File: src/hw/rtl/aes_key_slot_scrambler_macros.svh
// Assertion macros shared by the key-slot scrambler RTL.
`ifndef AES_KEY_SLOT_SCRAMBLER_MACROS_SVH
`define AES_KEY_SLOT_SCRAMBLER_MACROS_SVH

// Check that a condition implies another in the same cycle.
`define AKS_ASSERT_SAME(lbl, clk, rst_n, ante, cons, msg) \
    lbl: assert property (@(posedge clk) disable iff (!rst_n) (ante) |-> (cons)) \
        else $error(msg);

// Check that a condition implies another in the next cycle.
`define AKS_ASSERT_NEXT(lbl, clk, rst_n, ante, cons, msg) \
    lbl: assert property (@(posedge clk) disable iff (!rst_n) (ante) |=> (cons)) \
        else $error(msg);

`endif

File: src/hw/rtl/aks_pkg.sv
// Types, codes and constants of the key-slot scrambler.
package aks_pkg;

    // Register indexes of the configuration port
    localparam logic [1:0] CFG_KEY_SLOT   = 2'd0;
    localparam logic [1:0] CFG_WORD_ORDER = 2'd1;
    localparam logic [1:0] CFG_BIG_ENDIAN = 2'd2;

    // Input function codes
    localparam logic [1:0] FUNC_NORMAL = 2'd0;
    localparam logic [1:0] FUNC_X      = 2'd1;
    localparam logic [1:0] FUNC_Y      = 2'd2;
    localparam logic [1:0] FUNC_DIRECT = 2'd3;

    // Key part codes of a direct write
    localparam logic [1:0] PART_NORMAL = 2'd0;
    localparam logic [1:0] PART_X      = 2'd1;
    localparam logic [1:0] PART_Y      = 2'd2;

    // Scrambler constants and rotations
    localparam logic [127:0] C_ONE = 128'h1FF9E9AAC5FE0408_024591DC5D52768A;
    localparam logic [127:0] C_TWO = 128'hFFFEFB4E29590258_2A680F5F1A4F3E79;
    localparam int ROL_X_FILL   = 2;
    localparam int ROR_FILL     = 41;
    localparam int ROL_DIRECT   = 42;
    localparam int KEY_W        = 128;
    localparam int BUF_WORDS    = 4;
    localparam int CFG_DATA_W   = 6;

    typedef struct packed {
        logic [1:0]  func;
        logic [1:0]  key_part;
        logic [1:0]  direct_slot;
        logic [1:0]  word_index;
        logic [31:0] data_word;
    } t_in_item;

    typedef struct packed {
        logic [5:0]  slot;
        logic [63:0] key_half;
        logic        is_high_half;
        logic        last;
    } t_result;

    // Store operation of one accepted word
    typedef enum logic [2:0] {
        OP_NFILL = 3'd0,
        OP_XFILL = 3'd1,
        OP_YFILL = 3'd2,
        OP_DNORM = 3'd3,
        OP_DX    = 3'd4,
        OP_DY    = 3'd5
    } t_op;

    // Assembly buffer control
    typedef struct packed {
        logic       accept;
        logic [1:0] func;
        logic       word_order;
        logic       clear;
    } t_buf_ctl;

    // Shared adder control
    typedef struct packed {
        logic load;
        logic sel_c2;
    } t_add_ctl;

    // Key store write enables
    typedef struct packed {
        logic we_n;
        logic we_x;
        logic we_y;
    } t_ks_wr;

    function automatic logic [31:0] swap32(input logic [31:0] v);
        return {v[7:0], v[15:8], v[23:16], v[31:24]};
    endfunction

    // Replace the word at register index idx (position 3 - idx)
    function automatic logic [127:0] ins_word(input logic [127:0] row,
                                              input logic [1:0] idx,
                                              input logic [31:0] w);
        logic [127:0] r;
        r = row;
        r[{idx, 5'b00000} +: 32] = w;
        return r;
    endfunction

endpackage

File: src/hw/rtl/aks_buffers.sv
// Normal, X and Y word assembly buffers with their fill counters.
module aks_buffers
    import aks_pkg::*;
(
    input  logic           i_clk,
    input  logic           i_rst_n,
    input  t_buf_ctl       i_ctl,
    input  logic [31:0]    i_word,
    output logic           o_done,
    output logic [127:0]   o_nkey,
    output logic [127:0]   o_xkey,
    output logic [127:0]   o_ykey
);

    logic [1:0]  r_cnt [3];
    logic [31:0] r_buf [3][BUF_WORDS];
    logic [1:0]  w_cur;

    // Pick the counter of the addressed buffer
    always_comb begin
        case (i_ctl.func)
            FUNC_NORMAL: w_cur = r_cnt[0];
            FUNC_X:      w_cur = r_cnt[1];
            FUNC_Y:      w_cur = r_cnt[2];
            default:     w_cur = 2'd0;
        endcase
    end

    // Flag the word that fills its buffer
    assign o_done = (i_ctl.func != FUNC_DIRECT) && (w_cur == 2'd3);

    // Place words and advance counters
    always_ff @(posedge i_clk) begin
        if (!i_rst_n) begin
            for (int k = 0; k < 3; k++) begin
                r_cnt[k] <= 2'd0;
                for (int j = 0; j < BUF_WORDS; j++) begin
                    r_buf[k][j] <= '0;
                end
            end
        end else if (i_ctl.clear) begin
            for (int k = 0; k < 3; k++) begin
                r_cnt[k] <= 2'd0;
            end
        end else if (i_ctl.accept) begin
            for (int k = 0; k < 3; k++) begin
                if (i_ctl.func == 2'(k)) begin
                    r_buf[k][i_ctl.word_order ? r_cnt[k] : ~r_cnt[k]] <= i_word;
                    r_cnt[k] <= r_cnt[k] + 2'd1;
                end
            end
        end
    end

    // Word position 0 is the most significant
    assign o_nkey = {r_buf[0][0], r_buf[0][1], r_buf[0][2], r_buf[0][3]};
    assign o_xkey = {r_buf[1][0], r_buf[1][1], r_buf[1][2], r_buf[1][3]};
    assign o_ykey = {r_buf[2][0], r_buf[2][1], r_buf[2][2], r_buf[2][3]};

endmodule

File: config.mk
export PLATFORM = sky130hd
export DESIGN_NAME = aks_buffers
export DESIGN_NICKNAME = d
export VERILOG_FILES = /design/src/hw/rtl/aes_key_slot_scrambler_macros.svh /design/src/hw/rtl/aks_pkg.sv /design/src/hw/rtl/aks_buffers.sv
export SDC_FILE = /design/constraint.sdc
export NUM_CORES = 1
export LEC_CHECK = 0
export BUFFER_PORTS_ARGS = -buffer_cell sky130_fd_sc_hd__buf_2
export CORE_AREA = 3 3 198 200
export DETAILED_ROUTE_END_ITERATION = 12
export DIE_AREA = 0 0 201 203
export PLACE_DENSITY = 0.73
export RECOVER_POWER = 100
export SYNTH_ARGS = -nofsm -noshare
export SYNTH_HDL_FRONTEND = slang
export SYNTH_SLANG_ARGS = --single-unit
export TNS_END_PERCENT = 5
File: constraint.sdc
create_clock -name i_clk -period 3.4 [get_ports i_clk]
set_input_delay 0.51 -clock i_clk [delete_from_list [all_inputs] [get_ports i_clk]]
set_output_delay 0.51 -clock i_clk [all_outputs]
set_load 0.005 [all_outputs]
# Word-level counts from Yosys, hierarchy flattened

Memory sizes are Yosys's and may differ from the RTL's.
Index checks and enable logic that the tools add are counted.

Memory bits (writable): 390
Bits in registers: 0
Bits of input ports: 39
Output and inout port bits: 385
Memories: 2
Word-level logic and storage cells: 838

Memory list:

| name  | depth | width | read ports | clocked after Yosys merged registers in | wr ports | RTL line          | source |
|---|---|---|---|---|---|---|---|
| r_buf | 3     | 128   | 3          | 0                                       | 3        | aks_buffers.sv:16 | `logic [31:0] r_buf [3][BUF_WORDS];` |
| r_cnt | 3     | 2     | 3          | 0                                       | 3        | aks_buffers.sv:15 | `logic [1:0] r_cnt [3];` |

Eq/ne operators: 4
Muxes and demuxes: 422
Bitwise operators: 396
$lt $le $gt $ge: 6
Reductions and logical operators: 5
Add/sub/neg operators: 3

Operators with widths:

| kind                | count |
|---|---|
| $mux 1              | 403 |
| $or 1x1->1          | 390 |
| $mux 128            | 3 |
| $demux 32 s2        | 3 |
| $mux 32             | 3 |
| $mux 2              | 9 |
| $ge 3x3->1 const B  | 3 |
| $lt 3x1->1 const B  | 3 |
| $not 2->3           | 3 |
| $add 2x1->2 const B | 3 |
| $not 2->2           | 3 |
| $pmux 2 s3          | 1 |
| $eq 2x2->1 const B  | 2 |
| $logic_and 1x1->1   | 4 |
| $eq 2x1->1 const B  | 1 |
| $logic_not 2->1     | 1 |
| $ne 2x2->1 const B  | 1 |

# Longest topological paths before layout

Gate-level depths: netlist of run 1.

Depth in word-level cells: 9
Mapped depth: 5
Gate-level depth less buffers: 3

# Worst setup path after synthesis of run 1

Ideal clock, no wire load.

Path kind: in2reg
Start: input port i_ctl[2] in the netlist's numbering
End: memory r_buf[0][256] in the netlist's numbering, enable pin
Cell stages on the path: 4
Path buffers: 1
Library setup time: 0.394 ns
Slack: 0.750 ns
Data required time: 3.006 ns
Arrival: 2.256 ns
Cells stage by stage: or3b_1 > buf_6 > nor4_4 > nand2b_1

RTL lines:

| element            | RTL line          | source |
|---|---|---|
| start: declaration | aks_buffers.sv:7  | `input t_buf_ctl i_ctl,` |
| end: declaration   | aks_buffers.sv:16 |  |

==> results of run 1 <==
-- where the power goes --
part | total [mW] | internal (mW) | switching, mW
clock network | 4.27 | 2.45 | 1.82
logic | 0.542 | 0.159 | 0.383
registers | 5.57 | 5.49 | 0.0751
-- layer usage --
metal,routed length [um],part of all wire (%),vias to the layer above
met5,0,0,-
met3,3820,9.1,74
met1,16400,39,4332
met2,20600,49,427
li1,-,-,3968
met4,1200,2.9,0
-- placed cells by master, fill, tap and decap left out, types with 12 or more instances in the layout --
cell	synthesis	layout
and2_0	0	122
and2_1	337	215
and2_2	47	47
buf_2	0	165
buf_4	1	14
clkbuf_1	46	261
clkbuf_16	0	43
clkinv_1	0	12
edfxtp_1	390	390
nor4_1	0	12
-- worst min-delay path, cell delays in order --
cell and delay [ps]:
buf_2 100, nor2b_1 70, nand2_1 100
-- logic make-up (layout without fill, tap and decap cells) --
| family | Yosys count | in the layout |
|---|---|---|
| AND/OR/NAND/NOR | 425 | 425 |
| flip-flops | 390 | 390 |
| other | 0 | 1 |
| buffers and inverters | 73 | 521 |
| AO/OA/AOI/OAI | 4 | 4 |
| XOR/XNOR | 15 | 15 |
-- sequential cells by signal, summed over array words and instances, names as in the netlist --
signal and count:
r_buf 384, r_cnt 6
-- per-stage QoR --
stage	cell area (um2)	cells	power (mW)
after floorplan	15000	907	5.86
after global placement	17800	1794	6.26
after detailed placement	17800	1794	6.28
after CTS	19100	1866	10.5
after global routing	18500	1867	10.7
final	18500	1867	10.4
-- layout make-up --
| class | instances | area share (%) |
|---|---|---|
| sequential | 390 | 63.2 |
| multi-input combinational | 444 | 15.6 |
| timing repair buffer | 449 | 10.9 |
| clock buffer | 48 | 5.91 |
| tap | 511 | 3.45 |
| clock inverter | 24 | 0.946 |
| antenna | 1 | 0.0135 |
-- worst max-delay path by stage --
stage              from                     endpoint  depth (start not counted)
2_1_floorplan  i_ctl[2]      r_buf[0][256]$_DFFE_PP_                          4
3_3_place_gp    i_rst_n   r_buf[0][68]$_SDFFCE_PN0P_                          5
3_5_place_dp    i_rst_n   r_buf[0][68]$_SDFFCE_PN0P_                          5
4_1_cts         i_rst_n   r_buf[0][72]$_SDFFCE_PN0P_                          5
5_1_grt         i_rst_n  r_buf[0][196]$_SDFFCE_PN0P_                          5
6_report        i_rst_n  r_buf[0][201]$_SDFFCE_PN0P_                          5
==> flow_summary.toml, run 1 <==
[clocking]
clock_path_buffers = 3
cts.htree.levels = 2
clkTransAtPathRegs_ps = 60
root_buffer = "clkbuf_16"
clk_latency_ps = 550
cts.repair.resized = 0
cts-buffers-inserted = 41
cts_hold_buf = 0
cts_setup_buffers = 0
cts_tree = "yes"
clkSinkCount = 390

[synthesis]
synth-simple-area-share_pct = 19.0
syn_nets = 946
synthTopCellsByCount = "390 x edfxtp_1, 337 x and2_1, 47 x and2_2, 46 x clkbuf_1, 24 x clkbuf_2"
yosys.area.top_type_share_pct = 77.9
synth-adder-area-share_pct = 0
synthArstFlopShare_pct = 0
synth_edf_count = 390
yosysMostFrequentCell = "edfxtp_1"
synth_top_family_by_area = "simple AND/OR/NAND/NOR gates"
synth_compound_area_share_pct = 0.141
syn_inst = 907
synthDistinctLibCells = 25
postSynth.topFlopCell = "edfxtp_1"
ys_ff_latch = 390
yosysSeqAreaShare_pct = 77.9
syn_area_mm2 = 0.0150
yosysWarnings = 0
syn_avg_cell_area_um2 = 16.6
ys_top_cells_by_area = "edfxtp_1 78%, and2_1 14%, and2_2 2.3%"
synth_top_area_cell = "edfxtp_1"
synthXorXnorAreaFrac_pct = 0.874
synth.area.mux_share_pct = 0

[place]
dp_hpwl_um = 29100
finalWeightedCongestion = 0.783
io_buffer_count = 423
post-place-ws_ps = 495

[run_status]
run_status = "complete, no violations"

[setup_path]
reg2reg_depth = 4
cp.required_ps = 3560
worst-path-buf-inv = 2
critPathKind = "in -> reg"
rr_startpoint = "r_cnt[0][3]$_SDFFCE_PN0P_"
reg2reg_slack_ps = 910
worst_path_max_delay_cell = "clkbuf_2"
cp_max_fo = 32
cp-end-kind = "register"
critPathTopFamily = "buffers and inverters"
critPathMaxStageDelay_ps = 730
crit_chain = "clkbuf_1, or2b_1, nor4_1, nand2b_2, clkbuf_2"
worstPathArrival_ps = 2900
startpoint_type = "input port"
rr_endpoint = "r_buf[0][201]$_SDFFCE_PN0P_"

[cells_and_area]
syn2layout_area_growth_pct = 23.2
fin_nets = 1365
regArea_mm2 = 0.0117
multiInputGateArea_mm2 = 0.00288
drive_above_1_share_pct = 22.4
final_core_util_pct = 49.3
nFillCells = 3257

[global_route]
grt-ovfl-total = 0
grt_max_degree = 33
grt-busiest-layer = "met2"
grt_util_met2_pct = 34.2
grt_pass1_wl_um = 60100
grt_usage_pct = 20.1
use_met3_pct = 6.73
use_met1_pct = 24.4
grt_pass1_vias = 8998
antenna_found_initial = 1

[routing]
detail_route.iter0.violations = 515
wl_per_cell_um = 22.5
final_antenna_net_count = 0
viasPerCell = 4.71
drc = 0
num_vias = 8801
wirelength_um = 42000
drt_pre_antenna_iters = 4

[floorplan]
fp.dieW_um = 201
dieArea_mm2 = 0.0408
coreArea_mm2 = 0.0376
initial_utilization_pct = 40.0
die_h_um = 203
num_rows = 71
ios = 424

[pwr]
leakage_nw = 6.93
vdd_drop_max_uv = 347
cellPowerDensity_mw_per_mm2 = 560

[sta]
finalSetupViolations = 0
hold_ws_ps = 379
slew_headroom_pct = 34.7
setup_tns_ps = 0
worst_slack_ps = 658
finalHoldViolCount = 0
worstMarginPinSlew_ps = 979
rsz0062_at_grt = "no"
fin_skew_ps = 14.6
drv_slew = 0
post-route-min-period_ps = 2740
fmax_ghz = 0.365
fin_crit_sh_pct = 80.7

[run]
cap_violations = 0

[worst_hold_path]
whs_endpoint = "r_cnt[0][3]$_SDFFCE_PN0P_"
min_from = "i_ctl[0]"
holdPathStages = 3
hp-class = "in -> reg"
No activity file was read; power rests on OpenSTA's default activity.
==> run 2: changes to the inputs <==
ABC_AREA = 1   (was default)
CORE_AREA = 3 3 192 194   (was 3 3 198 200)
DIE_AREA = 0 0 195 197   (was 0 0 201 203)
clock period = 2.58 ns   (was 3.4 ns; I/O delays follow)
==> flow_summary.toml, run 2 <==
[clocking]
clkTransAtPathRegs_ps = 60
cts-buffers-inserted = 40
cts.htree.levels = 2
clock_path_buffers = 3
cts_tree = "yes"
clkSinkCount = 390
cts_setup_buffers = 0
root_buffer = "clkbuf_16"
clk_latency_ps = 530
cts_hold_buf = 0
cts.repair.resized = 0

[place]
finalWeightedCongestion = 0.804
place_area_mm2 = 0.0169
dp_hpwl_um = 30900
io_buffer_count = 423

[sta]
fmax_ghz = 0.464
rsz0062_at_grt = "no"
post-route-min-period_ps = 2160
fin_crit_sh_pct = 83.6
finalHoldViolCount = 0
worstMarginPinSlew_ps = 1130
drv_slew = 0
setup_tns_ps = 0
hold_ws_ps = 411
fin_skew_ps = 12.5
finalSetupViolations = 0
slew_headroom_pct = 24.7

[routing]
drc = 0
viasPerCell = 5.06
wl_per_cell_um = 23.8
num_vias = 9624
detail_route.iter0.violations = 736
final_antenna_net_count = 0
drt_pre_antenna_iters = 5
wirelength_um = 45300

[setup_path]
critPathKind = "reg -> reg"
reg2reg_depth = 6
cp-end-kind = "register"
rr_startpoint = "r_cnt[0][4]$_SDFFCE_PN0P_"
cp_max_fo = 16
worstPathArrival_ps = 2300
cp.required_ps = 2720
startpoint = "r_cnt[0][4]$_SDFFCE_PN0P_"
startpoint_type = "register"

[pwr]
netSwitchingPower_mw = 2.97
cellPowerDensity_mw_per_mm2 = 784
power_mw = 13.9
seqPwrFrac_pct = 52.9
vdd_drop_max_uv = 474
p_int_mw = 10.9
leakage_nw = 7.01
p_comb_share_pct = 5.3
clkPwrFrac_pct = 41.8
swShare_pct = 21.4

[synthesis]
synth_compound_area_share_pct = 0.195
syn_inst = 981
synthArstFlopShare_pct = 0
synthTopCellsByCount = "392 x nor2_1, 390 x edfxtp_1, 55 x nand2_1, 44 x inv_1, 38 x buf_2"
syn_avg_cell_area_um2 = 14.4
synth_top_area_cell = "edfxtp_1"
ys_top_cells_by_area = "edfxtp_1 83%, nor2_1 10%, nand2_1 1.5%"
yosys.area.top_type_share_pct = 83.0
synth_top_family_by_area = "simple AND/OR/NAND/NOR gates"
synth.area.mux_share_pct = 0
yosysMostFrequentCell = "nor2_1"
synth-simple-area-share_pct = 13.2
yosysSeqAreaShare_pct = 83.0
yosysWarnings = 0
syn_nets = 1020
synthXorXnorAreaFrac_pct = 0.186
synthDistinctLibCells = 13
postSynth.topFlopCell = "edfxtp_1"
ys_ff_latch = 390
syn_area_mm2 = 0.0141
synth_edf_count = 390
synth-adder-area-share_pct = 0

[global_route]
grt_max_degree = 33
grt-ovfl-total = 0
grt_usage_pct = 22.8
antenna_found_initial = 6
grt_pass1_vias = 9385
grt_pass1_wl_um = 64000

[cells_and_area]
final_common_cell = "nor2_1"
fin_nets = 1448
fin_area_mm2 = 0.0177
largest-register = "r_buf"
mostFrequentLayoutCells = "392 x nor2_1, 390 x edfxtp_1, 293 x clkbuf_1"
largest_reg_flops = 384
drive_above_1_share_pct = 16.6
syn2layout_area_growth_pct = 25.4
largestRegisters = "r_buf: 384 flops, r_cnt: 6 flops"

[run]
cap_violations = 0

[floorplan]
ios = 424
fp.dieW_um = 195
dieArea_mm2 = 0.0384
coreArea_mm2 = 0.0354
initial_utilization_pct = 39.9
die_h_um = 197
num_rows = 69

[worst_hold_path]
min_from = "i_ctl[4]"
hp-class = "in -> reg"
holdPathStages = 3

[run_status]
run_status = "complete, no violations"
run 2: changes by cell type after synthesis, sizes merged, moves of 6 or more:
cell,before,now
inv,0,45
nand3,1,17
xor2,6,0
buf,3,38
nand2,3,55
nor2,6,395
nor4,12,0
clkbuf,70,33
and2,384,0
xnor2,9,3
nand2b,11,0
run 2: worst max-delay path, stage by stage (launching register included):
cell	delay, ps
edfxtp_1	490
inv_1	120
nand2_1	60
nand2_1	100
nand3_2	90
nand2_2	70
clkbuf_1	830
run 2: area by class of cell:
cell class,instances,area (um2)
Clock buffer,52,1090
Fill cell,3169,17700
Tap cell,461,577
Timing Repair Buffer,457,2040
Antenna cell,3,7.51
Inverter,45,169
Multi-Input combinational cell,475,1880
Sequential cell,390,11700
Clock inverter,18,225
run 2: metrics by stage:
| step | utilization [%] | setup slack, ps | cells |
|---|---|---|---|
| after global routing | 50.0 | 305 | 1900 |
| final | 50.0 | 424 | 1901 |
| after global placement | 47.6 | 417 | 1828 |
| after detailed placement | 47.6 | 385 | 1828 |
| after floorplan | - | 406 | 981 |
| after CTS | 51.4 | 638 | 1898 |
run 2: power groups by stage:
stage                     Clock, mW  Sequential (mW)  Combinational (mW)
after floorplan                   0             7.48               0.240
after global placement            0             7.45               0.807
after detailed placement          0             7.46               0.818
after CTS                      5.89             7.33               0.821
after global routing           6.15             7.36               0.799
final                          5.80             7.34               0.739
run 2: logic make-up after synthesis:
| kind of cell | count (synthesis) |
|---|---|
| buf+inv | 116 |
| simple gates | 467 |
| xor+xnor | 3 |
| compound gates | 5 |
| flops | 390 |
run 2: worst paths after layout:
| check | endpoint | slack (ps) |
|---|---|---|
| setup reg to reg | r_buf[0][272]$_DFFE_PP_ | 420 |
| hold reg to reg | r_cnt[0][5]$_SDFFCE_PN0P_ | 700 |
| hold / removal | r_cnt[0][4]$_SDFFCE_PN0P_ | 410 |
| setup / recovery | r_buf[0][272]$_DFFE_PP_ | 420 |
run 2: routing by layer:
| layer | share of wire (%) | GRT usage (%) | routed length [um] | vias up |
|---|---|---|---|---|
| met5 | 0.075 | 0 | 34 | - |
| met4 | 2.8 | 6.68 | 1260 | 6 |
| met3 | 11 | 6.12 | 4760 | 85 |
| met2 | 50 | 39.0 | 22500 | 604 |
| met1 | 37 | 28.9 | 16700 | 4766 |
| li1 | - | - | - | 4163 |
