===== src/hw/rtl/aes_key_slot_scrambler_macros.svh =====
// Assertion macros shared by the key-slot scrambler RTL.
`ifndef AES_KEY_SLOT_SCRAMBLER_MACROS_SVH
`define AES_KEY_SLOT_SCRAMBLER_MACROS_SVH

// Check that a condition implies another in the same cycle.
`define AKS_ASSERT_SAME(lbl, clk, rst_n, ante, cons, msg) \
    lbl: assert property (@(posedge clk) disable iff (!rst_n) (ante) |-> (cons)) \
        else $error(msg);

// Check that a condition implies another in the next cycle.
`define AKS_ASSERT_NEXT(lbl, clk, rst_n, ante, cons, msg) \
    lbl: assert property (@(posedge clk) disable iff (!rst_n) (ante) |=> (cons)) \
        else $error(msg);

`endif


===== src/hw/rtl/aks_pkg.sv =====
// Types, codes and constants of the key-slot scrambler.
package aks_pkg;

    // Register indexes of the configuration port
    localparam logic [1:0] CFG_KEY_SLOT   = 2'd0;
    localparam logic [1:0] CFG_WORD_ORDER = 2'd1;
    localparam logic [1:0] CFG_BIG_ENDIAN = 2'd2;

    // Input function codes
    localparam logic [1:0] FUNC_NORMAL = 2'd0;
    localparam logic [1:0] FUNC_X      = 2'd1;
    localparam logic [1:0] FUNC_Y      = 2'd2;
    localparam logic [1:0] FUNC_DIRECT = 2'd3;

    // Key part codes of a direct write
    localparam logic [1:0] PART_NORMAL = 2'd0;
    localparam logic [1:0] PART_X      = 2'd1;
    localparam logic [1:0] PART_Y      = 2'd2;

    // Scrambler constants and rotations
    localparam logic [127:0] C_ONE = 128'h1FF9E9AAC5FE0408_024591DC5D52768A;
    localparam logic [127:0] C_TWO = 128'hFFFEFB4E29590258_2A680F5F1A4F3E79;
    localparam int ROL_X_FILL   = 2;
    localparam int ROR_FILL     = 41;
    localparam int ROL_DIRECT   = 42;
    localparam int KEY_W        = 128;
    localparam int BUF_WORDS    = 4;
    localparam int CFG_DATA_W   = 6;

    typedef struct packed {
        logic [1:0]  func;
        logic [1:0]  key_part;
        logic [1:0]  direct_slot;
        logic [1:0]  word_index;
        logic [31:0] data_word;
    } t_in_item;

    typedef struct packed {
        logic [5:0]  slot;
        logic [63:0] key_half;
        logic        is_high_half;
        logic        last;
    } t_result;

    // Store operation of one accepted word
    typedef enum logic [2:0] {
        OP_NFILL = 3'd0,
        OP_XFILL = 3'd1,
        OP_YFILL = 3'd2,
        OP_DNORM = 3'd3,
        OP_DX    = 3'd4,
        OP_DY    = 3'd5
    } t_op;

    // Assembly buffer control
    typedef struct packed {
        logic       accept;
        logic [1:0] func;
        logic       word_order;
        logic       clear;
    } t_buf_ctl;

    // Shared adder control
    typedef struct packed {
        logic load;
        logic sel_c2;
    } t_add_ctl;

    // Key store write enables
    typedef struct packed {
        logic we_n;
        logic we_x;
        logic we_y;
    } t_ks_wr;

    function automatic logic [31:0] swap32(input logic [31:0] v);
        return {v[7:0], v[15:8], v[23:16], v[31:24]};
    endfunction

    // Replace the word at register index idx (position 3 - idx)
    function automatic logic [127:0] ins_word(input logic [127:0] row,
                                              input logic [1:0] idx,
                                              input logic [31:0] w);
        logic [127:0] r;
        r = row;
        r[{idx, 5'b00000} +: 32] = w;
        return r;
    endfunction

endpackage


===== src/hw/rtl/aks_adder.sv =====
// Shared 128-bit adder that adds one scrambler constant 32 bits per cycle.
module aks_adder
    import aks_pkg::*;
(
    input  logic         i_clk,
    input  logic         i_rst_n,
    input  t_add_ctl     i_ctl,
    input  logic [127:0] i_opnd,
    output logic [127:0] o_sum,
    output logic         o_done
);

    logic [127:0] r_acc;
    logic         r_carry;
    logic [1:0]   r_cnt;
    logic         r_busy;
    logic         r_sel;
    logic [127:0] w_c;
    logic [31:0]  w_cword;
    logic [32:0]  w_step;

    // One 32-bit slice per cycle, low slice first
    assign w_c     = r_sel ? C_TWO : C_ONE;
    assign w_cword = w_c[{r_cnt, 5'b00000} +: 32];
    assign w_step  = {1'b0, r_acc[31:0]} + {1'b0, w_cword} + {32'd0, r_carry};

    // Sequence the four slices
    always_ff @(posedge i_clk) begin
        if (!i_rst_n) begin
            r_busy <= 1'b0;
            r_cnt  <= 2'd0;
        end else if (i_ctl.load) begin
            r_busy <= 1'b1;
            r_cnt  <= 2'd0;
        end else if (r_busy) begin
            r_cnt <= r_cnt + 2'd1;
            if (r_cnt == 2'd3) begin
                r_busy <= 1'b0;
            end
        end
    end

    // Rotate sums in from the top while the operand shifts down
    always_ff @(posedge i_clk) begin
        if (i_ctl.load) begin
            r_acc   <= i_opnd;
            r_carry <= 1'b0;
            r_sel   <= i_ctl.sel_c2;
        end else if (r_busy) begin
            r_acc   <= {w_step[31:0], r_acc[127:32]};
            r_carry <= w_step[32];
        end
    end

    assign o_sum  = r_acc;
    assign o_done = r_busy && (r_cnt == 2'd3);

endmodule


===== config.mk =====
export PLATFORM = sky130hd
export DESIGN_NAME = aks_adder
export DESIGN_NICKNAME = d
export VERILOG_FILES = /design/src/hw/rtl/aes_key_slot_scrambler_macros.svh /design/src/hw/rtl/aks_pkg.sv /design/src/hw/rtl/aks_adder.sv
export SDC_FILE = /design/constraint.sdc
export NUM_CORES = 1
export LEC_CHECK = 0
export ABC_AREA = 1
export BUFFER_PORTS_ARGS = -buffer_cell sky130_fd_sc_hd__buf_2
export CORE_ASPECT_RATIO = 0.6
export CORE_MARGIN = 2
export CORE_UTILIZATION = 30
export CTS_CLUSTER_DIAMETER = 80
export CTS_CLUSTER_SIZE = 12
export DETAILED_ROUTE_END_ITERATION = 7
export PLACE_DENSITY = 0.64
export REMOVE_ABC_BUFFERS = 1
export SLEW_MARGIN = 20
export SYNTH_ARGS = -nofsm -noshare
export SYNTH_HDL_FRONTEND = slang
export SYNTH_SLANG_ARGS = --single-unit
export TNS_END_PERCENT = 100

===== constraint.sdc =====
create_clock -name i_clk -period 3.68 [get_ports i_clk]
set_clock_uncertainty 0.1 [all_clocks]
set_input_delay 0.736 -clock i_clk [delete_from_list [all_inputs] [get_ports i_clk]]
set_output_delay 0.736 -clock i_clk [all_outputs]
set_load 0.005 [all_outputs]

**Word-level counts from Yosys, hierarchy flattened**

Cells that the tools add are included.

- Output and inout bits: 129
- Bits of input ports: 132
- Register bits after elaboration: 133

- Muxes and demuxes: 6
- Shift operators: 1
- Add/subtract/negate cells: 3
- Bitwise logic cells: 1
- Reductions and logical operators: 3
- Equal/unequal tests: 1

Operator list:

| operator | number |
|---|---|
| 128-bit two-way mux | 3 |
| 128-bit by 8-bit indexed part select with 32-bit output | 1 |
| 32-bit by 32-bit adder with 33-bit output | 1 |
| 33-bit by 1-bit adder with 33-bit output | 1 |
| 1-bit two-way mux | 3 |
| 2-bit by 1-bit adder with 2-bit output, second input constant | 1 |
| 2-bit equality test, second input constant | 1 |
| 2-bit nonzero test | 1 |
| 2-bit OR reduction | 1 |
| 1-bit logical AND | 1 |
| 1-bit inverter | 1 |

**Logic depth before layout (Yosys ltp)**

Gate-level depths: netlist (run 1).

- Depth after elaboration: 6
- Depth in mapped cells: 20

**Least setup slack after synthesis (run 1)**

No wires, ideal clock.

- Path kind: input port to flip-flop
- Start: input i_ctl[1] in the netlist's numbering
- End: register r_acc[0], in the netlist o_sum[0], enable pin
- Path slack: -309 ps
- Cell stages on the path: 3
- Required time: 3098 ps
- Data arrival time: 3407 ps
- Cells stage by stage: buf_2 > nor2_1 > inv_1

- Word-level cells in the longest chain between the ends: 1

Ends and longest elaborated chain:

| element | RTL line | source |
|---|---|---|
| from (decl) | aks_adder.sv:7 | `input t_add_ctl i_ctl,` |
| 2-bit nonzero test (no line) | n/a |  |
| to (signal assigned) | aks_adder.sv:46 | `r_acc <= i_opnd;` |
| to (signal assigned) | aks_adder.sv:50 | `r_acc <= {w_step[31:0], r_acc[127:32]};` |
| to (decl) | aks_adder.sv:13 | `logic [127:0] r_acc;` |

No other way between the ends.
A chain may end at the register's enable or synchronous reset.

**Worst setup path after layout (run 1)**

- Start: register r_cnt[1]
- End: register r_acc[116], in the netlist o_sum[116], data pin

- Word-level cells in the longest chain between the ends: 5

Ends and longest elaborated chain:

| element | RTL line | source |
|---|---|---|
| from (decl) | aks_adder.sv:15 | `logic [1:0] r_cnt;` |
| from (signal assigned) | aks_adder.sv:36 | `r_cnt <= r_cnt + 2'd1;` |
| 128-bit by 8-bit indexed part select with 32-bit output | aks_adder.sv:24 | `assign w_cword = w_c[{r_cnt, 5'b00000} +: 32];` |
| 32-bit by 32-bit adder with 33-bit output | aks_adder.sv:25 | `assign w_step = {1'b0, r_acc[31:0]} + {1'b0, w_cword} + {32'd0, r_carry};` |
| 33-bit by 1-bit adder with 33-bit output | aks_adder.sv:25 |  |
| 128-bit two-way mux | aks_adder.sv:49 | `end else if (r_busy) begin` |
| 128-bit two-way mux | aks_adder.sv:45 | `if (i_ctl.load) begin` |

No other way between the ends. The select of a mux whose other input is x is not followed.

==> flow_summary_export.csv, run 1 <==
group,metric,value,unit
floorplanning,core,27400,µm²
logic_synthesis,synth_top_cells_by_count,"nand2_1, inv_1, edfxtp_1",
timing,setup_violations,0,
route,drt-initial-drc-count,660,
final_layout,utilization,0.387,
timing,slew_viol_final,0,
logic_synthesis,syn_avg_cell_area,7.45,µm²
placed_design,gp_congestion,1.01,
placed_design,placed_cells,1717,
timing,final.min_clock_period,3.28,ns
worst_hold_path,worstHoldPathType,"in2reg",
floorplanning,fp.dieW,219,µm
timing,relSlewSlack,0.592,
timing,post-route-period-util,0.892,
floorplanning,start_util,0.303,
clock_network,ctsRootBufferMaster,"clkbuf_16",
run_status,run_status,"completed",
timing,worst_pin_slew,0.611,ns
clock_network,post-cts-setup-buffers,0,
setup_path,crit_fanout,16,
logic_synthesis,synthCells,1114,
clock_network,cts_resized,0,
logic_synthesis,ys_top_cells_by_area,"edfxtp_1, nand2_1, ha_1, inv_1, nor2_1",
power,power.total,5040,µW
setup_path,critPathArrivalTime,3.37,ns
logic_synthesis,synth-seq-cells,133,
logic_synthesis,synth-seq-area-share,0.476,
grt,grt_antenna_before_repair,2,
setup_path,end_kind,"flop",
grt,overflow,0,
floorplanning,num_rows,47,
setup_path,cp.buffers_inverters,2,
setup_path,crit_required,3.77,ns
setup_path,critPathLaunchType,"flop",
timing,max_freq,305,MHz
route,drc,0,
route,via_per_inst,4.53,
logic_synthesis,ys.flop_type,"edfxtp_1",
route,ant_nets,0,
placed_design,place_ws,0.478,ns
timing,hold_viol_final,0,
clock_network,clk_pin_slew,0.06,ns
clock_network,clock_latency,0.43,ns
grt,grt_max_degree,131,
logic_synthesis,yosysMostFrequentCell,"nand2_1",
grt,grt_pass1_wl,41600,µm
timing,whs,0.430,ns
logic_synthesis,synthesis.area,8300,µm²
setup_path,slowest_stage,"fa_1",
final_layout,fin_nets,1543,
logic_synthesis,ys_warn_count,0,
logic_synthesis,synth_top_area_frac,0.467,
final_layout,drive_gt1_frac,0.228,
floorplanning,die_area,29100,µm²
grt,first_global_vias,7291,
route,routedWlPerCell,15.9,µm
logic_synthesis,postSynth.asyncResetShare,0,
timing,setup_slack,0.398,ns
setup_path,max_stage_delay,0.47,ns
clock_network,cts_buffers,17,
clock_network,cts_tree,"done",
clock_network,holdBufCountCts,0,
placed_design,port_buffers,260,
clock_network,cts_max_level,4,
power,p_leak,0.00563,µW
logic_synthesis,synth_edf_count,129,
route,drt_wl_total,27800,µm
grt,grt_usage,0.192,
setup_path,criticalPathCategory,"reg2reg",
flow_run,maxCapViolCount,0,
clock_network,clockBufferDepth,2,
setup_path,cp_top_family,"simple AND/OR/NAND/NOR gates",
logic_synthesis,yosys.area.top_type,"edfxtp_1",
floorplanning,io_pins,261,
clock_network,cts_num_sinks,133,
floorplanning,dieHeight,133,µm
setup_path,cpMostUsedCell,"nand2_1",
final_layout,area_growth,27.9,%
setup_path,path_cells,"inv_1, nand2_1, fa_1, fa_1, inv_1, nand2_1, nand2_1, nand3_1, nand3_1, nand3_1, nand2_1, nand2_1, nand3_1, nand2_1",
power,peakVddDrop,0.000254,V
route,drt_first_pass_iters,5,
final_layout,final_cells,1750,
logic_synthesis,synth_cell_type_count,32,
timing,grt_setup_unrepaired,"no",
power,power_density,475,nW/µm²
route,dr_total_vias,7923,
placed_design,hpwlAfterDp,21500,µm
==> sequential cells by signal, indices dropped and copies added, names as in the netlist <==
register / flops
o_sum: 128
r_cnt: 2
r_busy: 1
r_carry: 1
r_sel: 1
==> worst paths after layout <==
check,start,to,slack [ns],depth (start not counted)
worst max-delay path,r_cnt[1],o_sum[116],0.40,14
worst min-delay path,i_ctl[0],r_sel,0.43,1
worst max register to register,r_cnt[1],o_sum[116],0.40,14
worst min register to register,o_sum[76],o_sum[44],0.43,2
==> where the power goes <==
| part | switching, µW | total, µW | leakage [µW] | internal (µW) |
|---|---|---|---|---|
| logic | 813 | 1290 | 0.00401 | 479 |
| registers | 136 | 2040 | 0.00135 | 1900 |
| clock network | 651 | 1710 | 0.000273 | 1060 |
==> placed cells by master, fill, tap and decap left out, drive strengths merged <==
cell type,synthesis,layout
a211oi,1,1
a21o,1,1
a21oi,31,31
and2,1,1
buf,7,268
bufinv,0,3
clkbuf,25,22
clkinv,0,5
clkinvlp,0,2
dfxtp,4,4
diode,0,1
edfxtp,129,129
fa,2,2
ha,40,40
inv,134,134
nand2,575,575
nand3,48,48
nand3b,5,5
nand4,4,4
nor2,66,66
nor3,6,6
o21ai,22,22
o21bai,3,3
o31ai,1,1
or2,4,4
xnor2,5,5
==> metal layers <==
metal,up-vias,track usage,share of wire
met2,315,0.248,0.37
li1,4008,-,-
met4,0,0.0372,0.0067
met5,-,0,0
met3,10,0.0593,0.088
met1,3590,0.306,0.54
==> kinds of logic after synthesis <==
family,synth area share
fa+ha+maj,0.0651
compound gates,0.0378
buf+inv,0.0763
flops,0.476
simple gates,0.339
xor+xnor,0.00528
==> stage by stage <==
step | TNS (ns) | cell area [µm²]
2_1_floorplan | -21.16 | 8170
3_3_place_gp | 0 | 10000
3_5_place_dp | 0 | 10000
4_1_cts | 0 | 10600
5_1_grt | 0 | 10600
6_report | 0 | 10600
==> final cells by class <==
cell class	instances	area, µm²
fill	2903	16800
tap	367	459
clock inverter	10	131
clock buffer	22	444
multi-input combinational	815	3710
timing repair buffer	268	1400
antenna	1	2.50
sequential	133	3950
inverter	134	510
(Power assumes the default switching activity.)
==> inputs of run 2 (changes only) <==
--- a/config.mk
+++ b/config.mk
@@ -13,7 +13,7 @@
 export CTS_CLUSTER_DIAMETER = 80
 export CTS_CLUSTER_SIZE = 12
 export DETAILED_ROUTE_END_ITERATION = 7
-export PLACE_DENSITY = 0.64
+export PLACE_DENSITY = 0.62
 export REMOVE_ABC_BUFFERS = 1
 export SLEW_MARGIN = 20
 export SYNTH_ARGS = -nofsm -noshare
==> constraint.sdc (replaced) <==
create_clock -name i_clk -period 3.6 [get_ports i_clk]
set_clock_uncertainty 0.1 [all_clocks]
set_input_delay 0.72 -clock i_clk [delete_from_list [all_inputs] [get_ports i_clk]]
set_output_delay 0.72 -clock i_clk [all_outputs]
set_load 0.005 [all_outputs]
==> flow_summary_export.csv, run 2 (same netlist as run 1, synthesis figures left out) <==
group,metric,value,unit
run_status,run_status,"completed",
route,drt-initial-drc-count,658,
power,peakVddDrop,0.000251,V
setup_path,max_stage_delay,0.51,ns
final_layout,mostFrequentLayoutCell,"nand2_1",
final_layout,largest_register_ffs,128,
final_layout,fin_nets,1548,
timing,slew_viol_final,0,
setup_path,cp_top_family,"simple AND/OR/NAND/NOR gates",
floorplanning,num_rows,47,
final_layout,drive_gt1_frac,0.235,
clock_network,cts_max_level,4,
power,power_density,498,nW/µm²
grt,overflow,0,
setup_path,end_kind,"flop",
route,routedWlPerCell,16.5,µm
placed_design,placed_area,10000,µm²
floorplanning,dieHeight,133,µm
setup_path,critPathArrivalTime,3.41,ns
placed_design,port_buffers,260,
setup_path,ff2ff_setup_slack,0.28,ns
floorplanning,fp.dieW,219,µm
setup_path,path_depth,15,
timing,setup_violations,0,
route,ant_nets,0,
final_layout,final_cell_mix,"nand2_1, buf_2, edfxtp_1",
setup_path,rr_startpoint,"r_sel",
final_layout,area_growth,28.7,%
clock_network,ctsRootBufferMaster,"clkbuf_16",
setup_path,critPathLaunchType,"flop",
setup_path,criticalPathCategory,"reg2reg",
floorplanning,io_pins,261,
final_layout,fin_area,10700,µm²
worst_hold_path,hold_depth,1,
setup_path,path_cells,"inv_2, ha_1, nor2_1, a21oi_1, fa_1, inv_1, nand2_1, nand2_1, nand3_1, nand3_1, nand3_1, nand2_1, nand2_1, nand3_1, nand2_1",
power,pwr-share-seq,0.391,
route,dr_total_vias,8106,
route,via_per_inst,4.62,
final_layout,final_cells,1755,
floorplanning,die_area,29100,µm²
worst_hold_path,hp-start,"i_ctl[0]",
floorplanning,start_util,0.303,
setup_path,crit_fanout,8,
clock_network,cts_num_sinks,133,
setup_path,r2r_cells,15,
clock_network,cts_buffers,17,
route,drc,0,
route,drt_wl_total,29000,µm
power,power_frac_clock,0.357,
power,comb_power_share,0.252,
setup_path,cp.buffers_inverters,2,
clock_network,clk_pin_slew,0.06,ns
grt,grt_max_degree,63,
grt,first_global_vias,7638,
timing,max_freq,301,MHz
setup_path,worstReg2RegEnd,"o_sum[116]",
setup_path,cpMostUsedCell,"nand2_1",
placed_design,placed_cells,1720,
timing,final.min_clock_period,3.32,ns
worst_hold_path,hold_end,"r_sel",
setup_path,crit_required,3.69,ns
route,drt_first_pass_iters,5,
worst_hold_path,worstHoldPathType,"in2reg",
timing,relSlewSlack,0.574,
power,switchingPower,1680,µW
power,p_sw_frac,0.315,
clock_network,cts_tree,"done",
floorplanning,core,27400,µm²
timing,fin_tns_setup,0,ns
power,p_leak,0.00568,µW
grt,grt_pass1_wl,43200,µm
timing,worst_pin_slew,0.639,ns
placed_design,gp_congestion,1.02,
clock_network,clock_latency,0.44,ns
flow_run,maxCapViolCount,0,
placed_design,hpwlAfterDp,22500,µm
power,intPower,3640,µW
setup_path,slowest_stage,"edfxtp_1",
timing,post-route-period-util,0.923,
clock_network,clockBufferDepth,2,
timing,hold_viol_final,0,
grt,grt_usage,0.201,
grt,grt_antenna_before_repair,4,
timing,grt_setup_unrepaired,"no",
-- run 2: changes by cell type in the layout (fill, tap and decap cells not counted), moves of 2 or more --
cell      previous run  this run
buf_4                6        13
clkbuf_1             5         3
clkinv_1             2         0
buf_12               3         1
clkbuf_8             0         3
inv_1              130       128
-- run 2: routing by layer --
layer	routed length, µm	GRT usage	vias to the layer above
met5	44	0	-
met4	307	0.0484	6
met3	2850	0.0667	24
met2	10700	0.260	331
met1	15100	0.312	3711
li1	-	-	4034
-- run 2: per-stage QoR --
stage / utilization / total power, µW / hold WS [ns] / setup WS (ns)
finish: 0.390 / 5320 / 0.389 / 0.277
global route: 0.390 / 5630 / 0.360 / 0.0552
CTS: 0.389 / 5370 / 0.359 / 0.155
detailed placement: 0.366 / 3440 / 0.424 / 0.168
global placement: 0.366 / 3430 / 0.415 / 0.271
floorplan: - / 2830 / 0.408 / -0.229
-- run 2: worst max path at each step --
stage,startpoint,to
after floorplan,i_ctl[1],o_sum[0]
after global placement,r_cnt[1],o_sum[116]
after detailed placement,r_sel,o_sum[116]
after CTS,r_sel,o_sum[116]
after global routing,r_sel,o_sum[116]
final,r_sel,o_sum[116]
-- run 2: timing repair --
item                       in CTS  in global routing
hold buffers                    0                  0
gates resized for setup         0                  2
setup endpoints to repair       0                  2
hold endpoints to repair        0                  0
buffers inserted                0                  2
-- run 2: area by class of cell --
| class | instances | area (µm²) |
|---|---|---|
| sequential | 133 | 3950 |
| antenna | 1 | 2.50 |
| multi-input combinational | 815 | 3710 |
| tap | 367 | 459 |
| clock buffer | 23 | 478 |
| inverter | 134 | 514 |
| timing repair buffer | 273 | 1410 |
| clock inverter | 9 | 150 |
| fill | 2894 | 16700 |
-- run 2: power groups by stage --
stage	logic (µW)	clock network, µW	registers (µW)
4_1_cts	1330	1960	2080
3_3_place_gp	1320	0	2110
2_1_floorplan	734	0	2090
3_5_place_dp	1330	0	2110
5_1_grt	1520	2000	2100
6_report	1340	1900	2080
